[src/hdl/ssu_ram.sv]
// Generic synchronous RAM: one write port, two read ports, registered read data.
// No dependencies.
`default_nettype none

module ssu_ram #(
  parameter int WIDTH = 8,
  parameter int DEPTH = 16
) (
  input  wire logic                     clk_i,
  input  wire logic                     we_i,
  input  wire logic [$clog2(DEPTH)-1:0] waddr_i,
  input  wire logic [WIDTH-1:0]         wdata_i,
  input  wire logic [$clog2(DEPTH)-1:0] raddr_a_i,
  input  wire logic [$clog2(DEPTH)-1:0] raddr_b_i,
  output logic      [WIDTH-1:0]         rdata_a_o,
  output logic      [WIDTH-1:0]         rdata_b_o
);

  logic [WIDTH-1:0] mem [DEPTH];

  always_ff @(posedge clk_i) begin
    if (we_i) begin
      mem[waddr_i] <= wdata_i;
    end
    rdata_a_o <= mem[raddr_a_i];
    rdata_b_o <= mem[raddr_b_i];
  end

endmodule

`default_nettype wire

[config.mk]
export PLATFORM = sky130hd
export DESIGN_NAME = ssu_ram
export DESIGN_NICKNAME = d
export VERILOG_FILES = /design/src/hdl/ssu_ram.sv
export SDC_FILE = /design/constraint.sdc
export NUM_CORES = 1
export LEC_CHECK = 0
export BUFFER_PORTS_ARGS = -buffer_cell sky130_fd_sc_hd__buf_2
export CAP_MARGIN = 20
export CELL_PAD_IN_SITES_DETAIL_PLACEMENT = 1
export CELL_PAD_IN_SITES_GLOBAL_PLACEMENT = 2
export CORE_MARGIN = 4
export CORE_UTILIZATION = 40
export DETAILED_ROUTE_END_ITERATION = 10
export GPL_TIMING_DRIVEN = 1
export HOLD_SLACK_MARGIN = 0.05
export PLACE_DENSITY = 0.66
export SETUP_SLACK_MARGIN = 0.1
export SKIP_LAST_GASP = 1
export SLEW_MARGIN = 30
export SYNTH_ARGS = -nofsm -noshare
export SYNTH_HDL_FRONTEND = slang
export SYNTH_SLANG_ARGS = --single-unit
[constraint.sdc]
create_clock -name clk_i -period 3.9 [get_ports clk_i]
set_clock_uncertainty 0.05 [all_clocks]
set_input_delay 0.585 -clock clk_i [delete_from_list [all_inputs] [get_ports clk_i]]
set_output_delay 0.585 -clock clk_i [all_outputs]
set_load 0.03 [all_outputs]
==> metrics.yaml <==
syn_nets: 329
vdd_ir_drop_max_mv: 0.3295
port_buffers: 37
h-tree-depth: 4
final_cell_area_mm2: 0.007317
numCtsBuffers: 17
setup_tns_ps: 0
use_met2_pct: 29.98
final_common_cell: "edfxtp_1"
endpoint_kind: "register"
min_period_ps: 2169
post_cts_buffers: 0
status: "finished, final reports clean"
track_usage_pct: 18.64
gp_congestion: 0.7336
multi_input_area_mm2: 0.002037
drive_gt1_share_pct: 33.42
drtPass1Iterations: 5
core-area_mm2: 0.01537
grt_overflow: 0
worst-path-max-fanout: 27
vias: 3333
die_height_um: 134.0
maxCapViolCount: 0
required_ps: 4150
initial_utilization_pct: 41.29
wl_per_cell_um: 27.68
cts-resized-gates: 0
place_area_mm2: 0.006738
busiest_layer: "met2"
path_clk_slew_ps: 60
p_per_area_mw_per_mm2: 497.4
p_leak_nw: 2.488
worstSkewPairLatency_ps: 420
relSlewSlack_pct: 30.81
hold_viol_final: 0
area_growth_pct: 15.30
grt.met3_usage_pct: 5.101
synth_cell_types: 20
cts.sinks: 144
cts_root_buffer: "clkbuf_16"
layout_common_cells: "128 x edfxtp_1, 37 x buf_2, 34 x mux4_2, 32 x a22oi_1, 28 x mux4_1"
drc: 0
grt_pass1_wl_mm: 23.42
synth_seq_cells: 144
route.final.wire_length_mm: 16.03
cts.path.max_buffers: 2
first_iter_violations: 314
grt_util_met1_pct: 25.23
yosysSeqAreaShare_pct: 65.62
dpl.hpwl_mm: 9.855
io_pins: 38
n_fill_cell: 1414
seq_area_mm2: 0.004164
syn_area_per_cell_um2: 20.67
antenna_found_initial: 0
syn_inst: 307
tightest_slew_ps: 1034
num_rows: 45
die-area_mm2: 0.01794
rsz0062_at_grt: "no"
cts_tree: "built"
diodes: 0
setup_viol: 0
max_freq_mhz: 461.0
detail-route-antenna-nets: 0
slew_violations: 0
period_share_pct: 55.62
grt_max_degree: 33
postCtsHoldBufs: 0
yosys_warnings: 0
avgViaCountPerCell: 5.756
die_w_um: 134.0
arrival_ps: 2420
setup.worst_path.start_class: "primary input"
nets: 377
crit_type: "in2reg"
min_path_type: "in2reg"
grt_pass1_vias: 3591
netlist_area_mm2: 0.006346
[cell families (layout without fill, tap and decap cells)]
| kind of cell | after synthesis | in the layout | synth area share [%] |
|---|---|---|---|
| DFF | 144 | 144 | 65.62 |
| muxes | 64 | 64 | 24.45 |
| and+or+nand+nor | 47 | 47 | 3.430 |
| AOI/OAI and AO/OA | 32 | 32 | 3.785 |
| buffers and inverters | 20 | 81 | 2.721 |
[state kept, by name (all words and copies together) (netlist names)]
register / cells
mem: 128
rdata_a_o: 8
rdata_b_o: 8
[worst max-delay path: stages]
cell	delay, ps
buf_2	700
buf_4	300
mux4_1	560
a22oi_1	200
nand2_1	80
[power breakdown]
part           internal, mW  switching (mW)  leakage, nW
registers              1.73          0.0164         1.29
clock network         0.996           0.606        0.277
logic                 0.115           0.179        0.920
total                  2.84           0.801         2.49
[synth_stat cells (all sizes together)]
library cell,instances,area (µm²)
clkdlybuf4s25,6,60.06
nand2,17,63.81
and2,2,12.51
nor2b,2,12.51
nor3,4,20.02
buf,14,112.6
nand3b,2,15.01
mux4,64,1551
edfxtp,128,3844
dfxtp,16,320.3
nor2,14,52.55
or3b,1,8.760
and2b,2,15.01
a22oi,32,240.2
nand3,1,5.000
nand2b,2,12.51
[through the flow]
| step | hold WS [ps] | util, % | setup slack, ps | instances | power, mW |
|---|---|---|---|---|---|
| floorplan | 597.1 | - | 1772 | 307 | 1.966 |
| global placement | 634.8 | 43.67 | 1255 | 547 | 2.063 |
| detailed placement | 643.8 | 43.83 | 1241 | 547 | 2.072 |
| CTS | 470.2 | 47.59 | 1698 | 579 | 3.675 |
| global route | 487.7 | 47.60 | 1566 | 579 | 3.760 |
| finish | 485.8 | 47.60 | 1731 | 579 | 3.639 |
[final timing paths]
kind              slack [ps]          from           end  depth (start not counted)
setup / recovery        1730  raddr_a_i[0]  rdata_a_o[2]                          5
hold / removal           490    wdata_i[4]     mem[5][4]                          1
setup reg to reg        2410    mem[11][6]  rdata_b_o[6]                          3
hold reg to reg          650    mem[14][0]  rdata_a_o[0]                          3
[layout make-up]
class                   instances  share of cell area, %
flip-flops and latches        144                  56.91
repair buffers                 49                  3.762
clock inverters                12                  1.915
multi-input cells             143                  27.84
well taps                     211                  3.608
clock buffers                  20                  5.968
[metal layers]
layer  share of wire [%]  up-vias  routed length [µm]
met3                 6.7        8                1078
li1                    -     1434                   -
met5                   0        -                   0
met4                0.79        0                 127
met2                  51      126                8195
met1                  41     1765                6625
No activity file was read; power rests on OpenSTA's default activity.
