`src/hdl/ssu_pkg.sv`:
```
// Shared constants, types and elaboration-time twiddle tables for the stereo spectrum splitter.
// No dependencies; used by every module of the block except ssu_ram.
`default_nettype none

package ssu_pkg;

  localparam int SAMPLE_POINTS = 128;
  localparam int TWIDDLE_BITS  = 16;
  localparam int LOG_N         = $clog2(SAMPLE_POINTS);
  localparam int ADDR_W        = LOG_N;
  localparam int HALF_N        = SAMPLE_POINTS / 2;
  localparam int BF_W          = LOG_N - 1;
  localparam int STG_W         = (LOG_N > 2) ? $clog2(LOG_N) : 1;
  localparam int FRAC_BITS     = TWIDDLE_BITS - 1;

  localparam int SAMPLE_W      = 16;
  localparam int STORE_W       = 25;
  localparam int RAM_W         = 2 * STORE_W;
  localparam int DIFF_W        = STORE_W + 1;
  localparam int PROD_W        = DIFF_W + TWIDDLE_BITS;
  localparam int SQ_W          = 2 * DIFF_W;
  localparam int RAD_W         = SQ_W;
  localparam int NUM_W         = SQ_W + 1;
  localparam int MAG_W         = 25;
  localparam int BIN_W         = 6;
  localparam int CLAR_W        = 9;
  localparam int CLARITY_SCALE = 256;
  localparam int CLAR_SHIFT    = $clog2(CLARITY_SCALE);
  localparam int QUO_W         = CLAR_SHIFT + 1;
  localparam int DIV_W         = NUM_W + CLAR_SHIFT + 1;

  localparam logic [63:0] PI_Q30 = 64'd3373259426;

  typedef enum logic [3:0] {
    ST_LOAD,
    ST_F_RD,
    ST_F_DIF,
    ST_F_MUL1,
    ST_F_MUL2,
    ST_F_WR,
    ST_O_RD,
    ST_O_DIF,
    ST_O_M1,
    ST_O_M2,
    ST_O_M3,
    ST_O_ST,
    ST_O_RUN,
    ST_O_EMIT
  } ssu_state_e;

  typedef logic [SAMPLE_POINTS-1:0][TWIDDLE_BITS-1:0] tw_tab_t;

  // Shift-subtract quotient, used only while building the tables.
  function automatic logic [63:0] udiv64(input logic [63:0] num, input logic [63:0] den);
    logic [63:0] quo;
    logic [64:0] rem;
    quo = '0;
    rem = '0;
    for (int b = 63; b >= 0; b--) begin
      rem = {rem[63:0], num[b]};
      if (rem >= {1'b0, den}) begin
        rem     = rem - {1'b0, den};
        quo[b]  = 1'b1;
      end
    end
    return quo;
  endfunction

  // Taylor series in Q30; sin_sel picks the odd series.
  function automatic logic signed [63:0] series_q30(input logic [63:0] start,
                                                    input logic [63:0] t2,
                                                    input logic sin_sel);
    logic [63:0]        term;
    logic signed [63:0] sum;
    logic               neg;
    logic [63:0]        dv;
    term = start;
    sum  = signed'(start);
    neg  = 1'b1;
    dv   = sin_sel ? 64'd2 : 64'd1;
    for (int n = 0; n < 24; n++) begin
      if (term != 64'd0) begin
        term = udiv64((term * t2 + (64'd1 << 29)) >> 30, dv * (dv + 64'd1));
        dv   = dv + 64'd2;
        sum  = neg ? sum - signed'(term) : sum + signed'(term);
        neg  = !neg;
      end
    end
    return sum;
  endfunction

  function automatic logic [TWIDDLE_BITS-1:0] round_twiddle(input logic signed [63:0] v);
    logic [63:0] mag;
    logic [63:0] lim;
    mag = (v < 0) ? 64'(-v) : 64'(v);
    lim = (64'd1 << FRAC_BITS) - 64'd1;
    mag = (mag + (64'd1 << (29 - FRAC_BITS))) >> (30 - FRAC_BITS);
    if (mag > lim) mag = lim;
    return (v < 0) ? TWIDDLE_BITS'(64'd0 - mag) : TWIDDLE_BITS'(mag);
  endfunction

  // {cos, sin} of 2*pi*a/128 in Q30
  function automatic logic [127:0] circle_q30(input logic [6:0] a);
    logic [1:0]         quad;
    logic [63:0]        phi;
    logic [63:0]        t2;
    logic signed [63:0] c0;
    logic signed [63:0] s0;
    logic [127:0]       res;
    quad = a[6:5];
    phi  = (64'(a[4:0]) * PI_Q30 + 64'd32) >> 6;
    t2   = (phi * phi + (64'd1 << 29)) >> 30;
    c0   = series_q30(64'd1 << 30, t2, 1'b0);
    s0   = series_q30(phi, t2, 1'b1);
    case (quad)
      2'd0:    res = {c0, s0};
      2'd1:    res = {-s0, c0};
      2'd2:    res = {-c0, -s0};
      default: res = {s0, -c0};
    endcase
    return res;
  endfunction

  // sin_sel = 0 builds the cosine table, 1 the negated sine table
  function automatic tw_tab_t build_tw(input logic sin_sel);
    tw_tab_t      tab;
    logic [127:0] cs;
    for (int m = 0; m < SAMPLE_POINTS; m++) begin
      cs = circle_q30(7'((m * (128 / SAMPLE_POINTS)) % 128));
      tab[m] = sin_sel ? round_twiddle(-signed'(cs[63:0])) : round_twiddle(signed'(cs[127:64]));
    end
    return tab;
  endfunction

  localparam tw_tab_t TW_COS  = build_tw(1'b0);
  localparam tw_tab_t TW_NSIN = build_tw(1'b1);

  function automatic logic [ADDR_W-1:0] bit_rev(input logic [ADDR_W-1:0] v);
    logic [ADDR_W-1:0] r;
    for (int b = 0; b < ADDR_W; b++) r[b] = v[ADDR_W-1-b];
    return r;
  endfunction

  function automatic logic signed [STORE_W-1:0] sat_store(input logic signed [63:0] v);
    logic signed [63:0] hi;
    logic signed [63:0] lo;
    hi = (64'sd1 <<< (STORE_W - 1)) - 64'sd1;
    lo = -(64'sd1 <<< (STORE_W - 1));
    if (v > hi) return STORE_W'(hi);
    if (v < lo) return STORE_W'(lo);
    return STORE_W'(v);
  endfunction

endpackage

`default_nettype wire

```
`src/hdl/ssu_isqrt.sv`:
```
// Digit-by-digit integer square root, two radicand bits per cycle, truncated result.
// Depends on ssu_pkg.
`default_nettype none

module ssu_isqrt (
  input  wire logic                       clk_i,
  input  wire logic                       rst_ni,
  input  wire logic                       start_i,
  input  wire logic [ssu_pkg::RAD_W-1:0]  radicand_i,
  output logic                            busy_o,
  output logic      [ssu_pkg::MAG_W-1:0]  root_o
);
  import ssu_pkg::*;

  logic [RAD_W-1:0] rem_q, res_q, bit_q;
  logic             busy_q;
  logic [RAD_W:0]   trial;
  logic             take;

  assign trial = {1'b0, res_q} + {1'b0, bit_q};
  assign take  = {1'b0, rem_q} >= trial;

  always_ff @(posedge clk_i or negedge rst_ni) begin
    if (!rst_ni) begin
      busy_q <= 1'b0;
    end else if (start_i) begin
      busy_q <= 1'b1;
    end else if (busy_q && bit_q[0]) begin
      busy_q <= 1'b0;
    end
  end

  always_ff @(posedge clk_i) begin
    if (start_i) begin
      rem_q <= radicand_i;
      res_q <= '0;
      bit_q <= RAD_W'(1) << (RAD_W - 2);
    end else if (busy_q) begin
      if (take) begin
        rem_q <= rem_q - trial[RAD_W-1:0];
        res_q <= (res_q >> 1) + bit_q;
      end else begin
        res_q <= res_q >> 1;
      end
      bit_q <= bit_q >> 2;
    end
  end

  assign busy_o = busy_q;
  // saturate at the largest magnitude code
  assign root_o = (|res_q[RAD_W-1:MAG_W]) ? '1 : res_q[MAG_W-1:0];

endmodule

`default_nettype wire

```
`config.mk`:
```
export PLATFORM = sky130hd
export DESIGN_NAME = ssu_isqrt
export DESIGN_NICKNAME = d
export VERILOG_FILES = /design/src/hdl/ssu_pkg.sv /design/src/hdl/ssu_isqrt.sv
export SDC_FILE = /design/constraint.sdc
export NUM_CORES = 1
export LEC_CHECK = 0
export ABC_AREA = 1
export CAP_MARGIN = 5
export CORE_ASPECT_RATIO = 1.4
export CORE_MARGIN = 2
export CORE_UTILIZATION = 45
export DETAILED_ROUTE_END_ITERATION = 8
export DONT_BUFFER_PORTS = 1
export GPL_TIMING_DRIVEN = 0
export PLACE_DENSITY = 0.65
export SETUP_SLACK_MARGIN = 0.1
export SLEW_MARGIN = 0
export SYNTH_ARGS = -nofsm -noshare
export SYNTH_HDL_FRONTEND = slang
export SYNTH_SLANG_ARGS = --single-unit
```
`constraint.sdc`:
```
create_clock -name clk_i -period 10.96 [get_ports clk_i]
set_input_delay 2.192 -clock clk_i [delete_from_list [all_inputs] [get_ports clk_i]]
set_output_delay 2.192 -clock clk_i [all_outputs]
set_load 0.02 [all_outputs]
```
==> out/qor.txt <==
Pin count of the biggest net entering global routing: 30
Routed vias/inst: 5.57
HPWL Detailed: 52.6 mm
Count of warnings emitted by yosys: 0
Worst Setup End Kind: flop
Number of enable-type register cells in the synthesized netlist: 52
Synth Net Count: 2664
Net count reported at finish: 2685
Power, Total: 4510 uW
Post-synthesis instance area: 0.0149 mm2
Overall via count from detail_route: 16616
Area of the placeable core: 0.0330 mm2
Post-CTS setup buffers: 0
Cts bufs inserted: 17
Slowest cell on the critical path: nand2_2
Most common library cell in the layout ignoring fill and taps: nand2_1
Worst hold stages: 2
Number of pins exceeding their max-slew limit in the final report: 0
Yosys reg bits: 131
Portion of the clock cycle consumed by the worst path in the final layout: 0.594
Wire length of the first global-routing pass: 92.8 mm
Area Overhead vs Synth: 7.93%
Standard-cell rows: 79
Share of async-settable or async-resettable flops after synthesis: 0.00763
Delay of the slowest cell on the worst path: 0.57 ns
Share of the yosys chip area belonging to registers: 0.211
Worst ir drop on vdd: 0.195 mV
Initial drt markers: 1083
Hold Path End: res_q[0]
GRT Util Overall: 0.362
CTS tree: yes
Data arrival, critical path: 6.66 ns
Max Root-Sink Buffers: 2
Required time at the endpoint of the critical path: 11.11 ns
Die width: 158 um
Post-Synth Simple-Gate Area: 0.376
Compound-gate portion of the synthesized area: 0.157
Post-Synthesis Mean Instance Area: 5.97 um2
Clock-pin slew of the registers on the worst-case setup and hold paths: 0.07 ns
Global placer's final weighted congestion: 0.986
R2R Setup Slk: 4.45 ns
Cells along the critical path: ha_1, nand2_1, nor2_1, inv_1, nor4_1, nand3_1, nand4_1, xor2_1, ha_1, nand2_1, nor2_1, nand2_1, nor3_2, nand3_1, nand3_1, nand2_1, inv_2, nand2_4, nand3_4, buf_6, nand2_1, nand2_2, buf_12
Die Area: 0.0347 mm2
Kind of cell with the highest combined delay on the critical path: simple AND/OR/NAND/NOR gates
Biggest fanout along the worst timing path: 29
Post-Synth Adder-Cell Area: 0.0901
Tightest Pin Transition: 1.06 ns
Sinks on Clock Net: 131
Total inserted antenna cells: 0
Type of the tightest min-delay check: reg -> reg
Initial antenna violation count: 0
Library cell used as clock root buffer: clkbuf_16
Max Freq: 154 MHz
Primary FF master, synth: dfxtp_1
Max-Cap Viols: 0
Count of final setup violators: 0
Count of boundary I/O pins: 81
Starting Density: 0.453
Worst min-delay path startpoint: res_q[0]
Hold-fix buffer count after cts: 0
Remaining Overflow, GRT: 0
Routed WL: 62.5 mm
Post-Syn Instances: 2502
Number of hold violations in the final report: 0
CTS resizes: 0
Share of synthesized area spent on multiplexers: 0
Max H-tree Level: 4
Number of remaining DRC errors: 0
Run status: completed
Ratio of cells with drive above 1 in the final layout: 0.0513
Setup repair after global routing missed its margin: no
Fraction of synthesized cell area in xor and xnor cells: 0.0580
End of the worst register-to-register path: rem_q[31]
Number of nets with antenna violations after routing: 0
Main combinational cell family by area after synthesis: simple AND/OR/NAND/NOR gates
Critical path launch point type: flop
Port Buffer Count: 0
Worst Path Buf+Inv: 4
PD cells: 280 mW/mm2
Worst Setup Path Type: reg -> reg
Final Skew: 0.0122 ns
Most frequent cells in the layout: nand2_1 (667), inv_1 (320), nor2_1 (274)
Minimum clock period after layout: 6.51 ns
Static Leak: 0.00690 uW
Aggregate negative setup slack: 0 ns
Number of distinct library cell variants in the gate-level netlist after synthesis: 51
Number of global-route vias before repair: 16626
Clock latency at the later pin of the worst-skew pair: 0.46 ns
Number of optimization iterations in the first detailed-route pass: 8
Depth of the worst register-to-register path: 23
Worst slew slack as a fraction of its limit: 0.292
Height of the chip: 220 um
Top cell by count, worst path: nand2_1
Launch instance of the worst register-to-register path: res_q[20]
Routed length per placed instance: 21.0 um
## final cells by class
cell class | count | area (um2)
inverters | 337 | 1260
flip-flops and latches | 131 | 3150
well taps | 445 | 557
plain buffers | 75 | 358
repair buffers | 2 | 25.0
clock buffers | 19 | 464
multi-input cells | 1959 | 10200
clock inverters | 13 | 138
fillers | 3636 | 16900
## worst register-to-register path, stage by stage, from the launching register on
cell,delay [ns]
dfxtp_1,0.42
ha_1,0.44
nand2_1,0.15
nor2_1,0.23
inv_1,0.14
nor4_1,0.55
nand3_1,0.29
nand4_1,0.31
xor2_1,0.41
ha_1,0.28
nand2_1,0.11
nor2_1,0.20
nand2_1,0.20
nor3_2,0.17
nand3_1,0.27
nand3_1,0.23
nand2_1,0.16
inv_2,0.11
nand2_4,0.11
nand3_4,0.24
buf_6,0.22
nand2_1,0.09
nand2_2,0.57
buf_12,0.28
## synthesized netlist by cell type (3+ instances only)
| library cell | n | area, um2 |
|---|---|---|
| xor2_1 | 61 | 534 |
| o21ai_1 | 34 | 170 |
| nand3_1 | 241 | 1210 |
| or2_1 | 5 | 31.3 |
| buf_1 | 7 | 26.3 |
| o21ai_0 | 123 | 616 |
| o21bai_1 | 19 | 143 |
| a21boi_0 | 3 | 22.5 |
| a31oi_1 | 13 | 81.3 |
| buf_2 | 19 | 95.1 |
| or2_2 | 30 | 188 |
| buf_6 | 5 | 56.3 |
| buf_4 | 4 | 30.0 |
| nor4_1 | 17 | 106 |
| xnor2_1 | 38 | 333 |
| nor2_2 | 5 | 31.3 |
| a21oi_1 | 193 | 966 |
| clkbuf_1 | 40 | 150 |
| nor3_2 | 3 | 30.0 |
| nand2_2 | 4 | 25.0 |
| dfxtp_1 | 78 | 1560 |
| nand4_1 | 27 | 169 |
| nand3b_1 | 3 | 22.5 |
| inv_2 | 16 | 60.1 |
| o21ai_2 | 3 | 26.3 |
| nor3_1 | 32 | 160 |
| nor2_1 | 274 | 1030 |
| and3_1 | 8 | 50.1 |
| a21o_1 | 12 | 90.1 |
| ha_1 | 106 | 1330 |
| o22ai_1 | 6 | 37.5 |
| o31ai_1 | 5 | 37.5 |
| a221oi_1 | 3 | 26.3 |
| o211ai_1 | 4 | 30.0 |
| o21a_1 | 4 | 30.0 |
| nand2_1 | 668 | 2510 |
| edfxtp_1 | 52 | 1560 |
| inv_1 | 320 | 1200 |
## flip-flops by register name (all words and copies together) (netlist names)
signal  count
rem_q      52
res_q      52
busy_o      1
bit_q      26
## routing by layer
layer,wire (um),global-route usage,vias to the layer above,part of all wire
li1,-,-,8253,-
met1,22500,0.369,7597,0.36
met2,31700,0.664,569,0.51
met3,2790,0.0462,197,0.045
met4,5550,0.274,0,0.089
met5,0,0,-,0
## worst max path at each step
| stage | start | end | cells after the start |
|---|---|---|---|
| after floorplan | res_q[10] | rem_q[0] | 24 |
| after global placement | res_q[20] | rem_q[35] | 22 |
| after detailed placement | res_q[20] | rem_q[34] | 23 |
| after CTS | res_q[20] | rem_q[32] | 23 |
| after global routing | res_q[20] | rem_q[31] | 23 |
| final | res_q[20] | rem_q[31] | 23 |
## per-stage QoR
step                cells  instance area, um2  worst slack (ns)   util  hold slack (ns)
floorplan            2502               14900              5.99      -            0.463
global placement     2947               15500              3.51  0.470            0.504
detailed placement   2949               15500              4.55  0.470            0.514
CTS                  2981               16100              4.52  0.489            0.519
global route         2981               16100              4.21  0.489            0.557
finish               2981               16100              4.45  0.489            0.531
## logic make-up after synthesis
| logic type | count (synthesis) |
|---|---|
| flip-flops | 131 |
| XOR/XNOR | 99 |
| buffers and inverters | 412 |
| AO/OA/AOI/OAI | 430 |
| AND/OR/NAND/NOR | 1323 |
| adder cells (fa/ha/maj) | 107 |
## report_power, final
| part | switching (uW) | internal [uW] | total (uW) |
|---|---|---|---|
| clock network | 270 | 340 | 610 |
| logic | 2060 | 977 | 3040 |
| registers | 127 | 732 | 858 |
(Power assumes the default switching activity.)
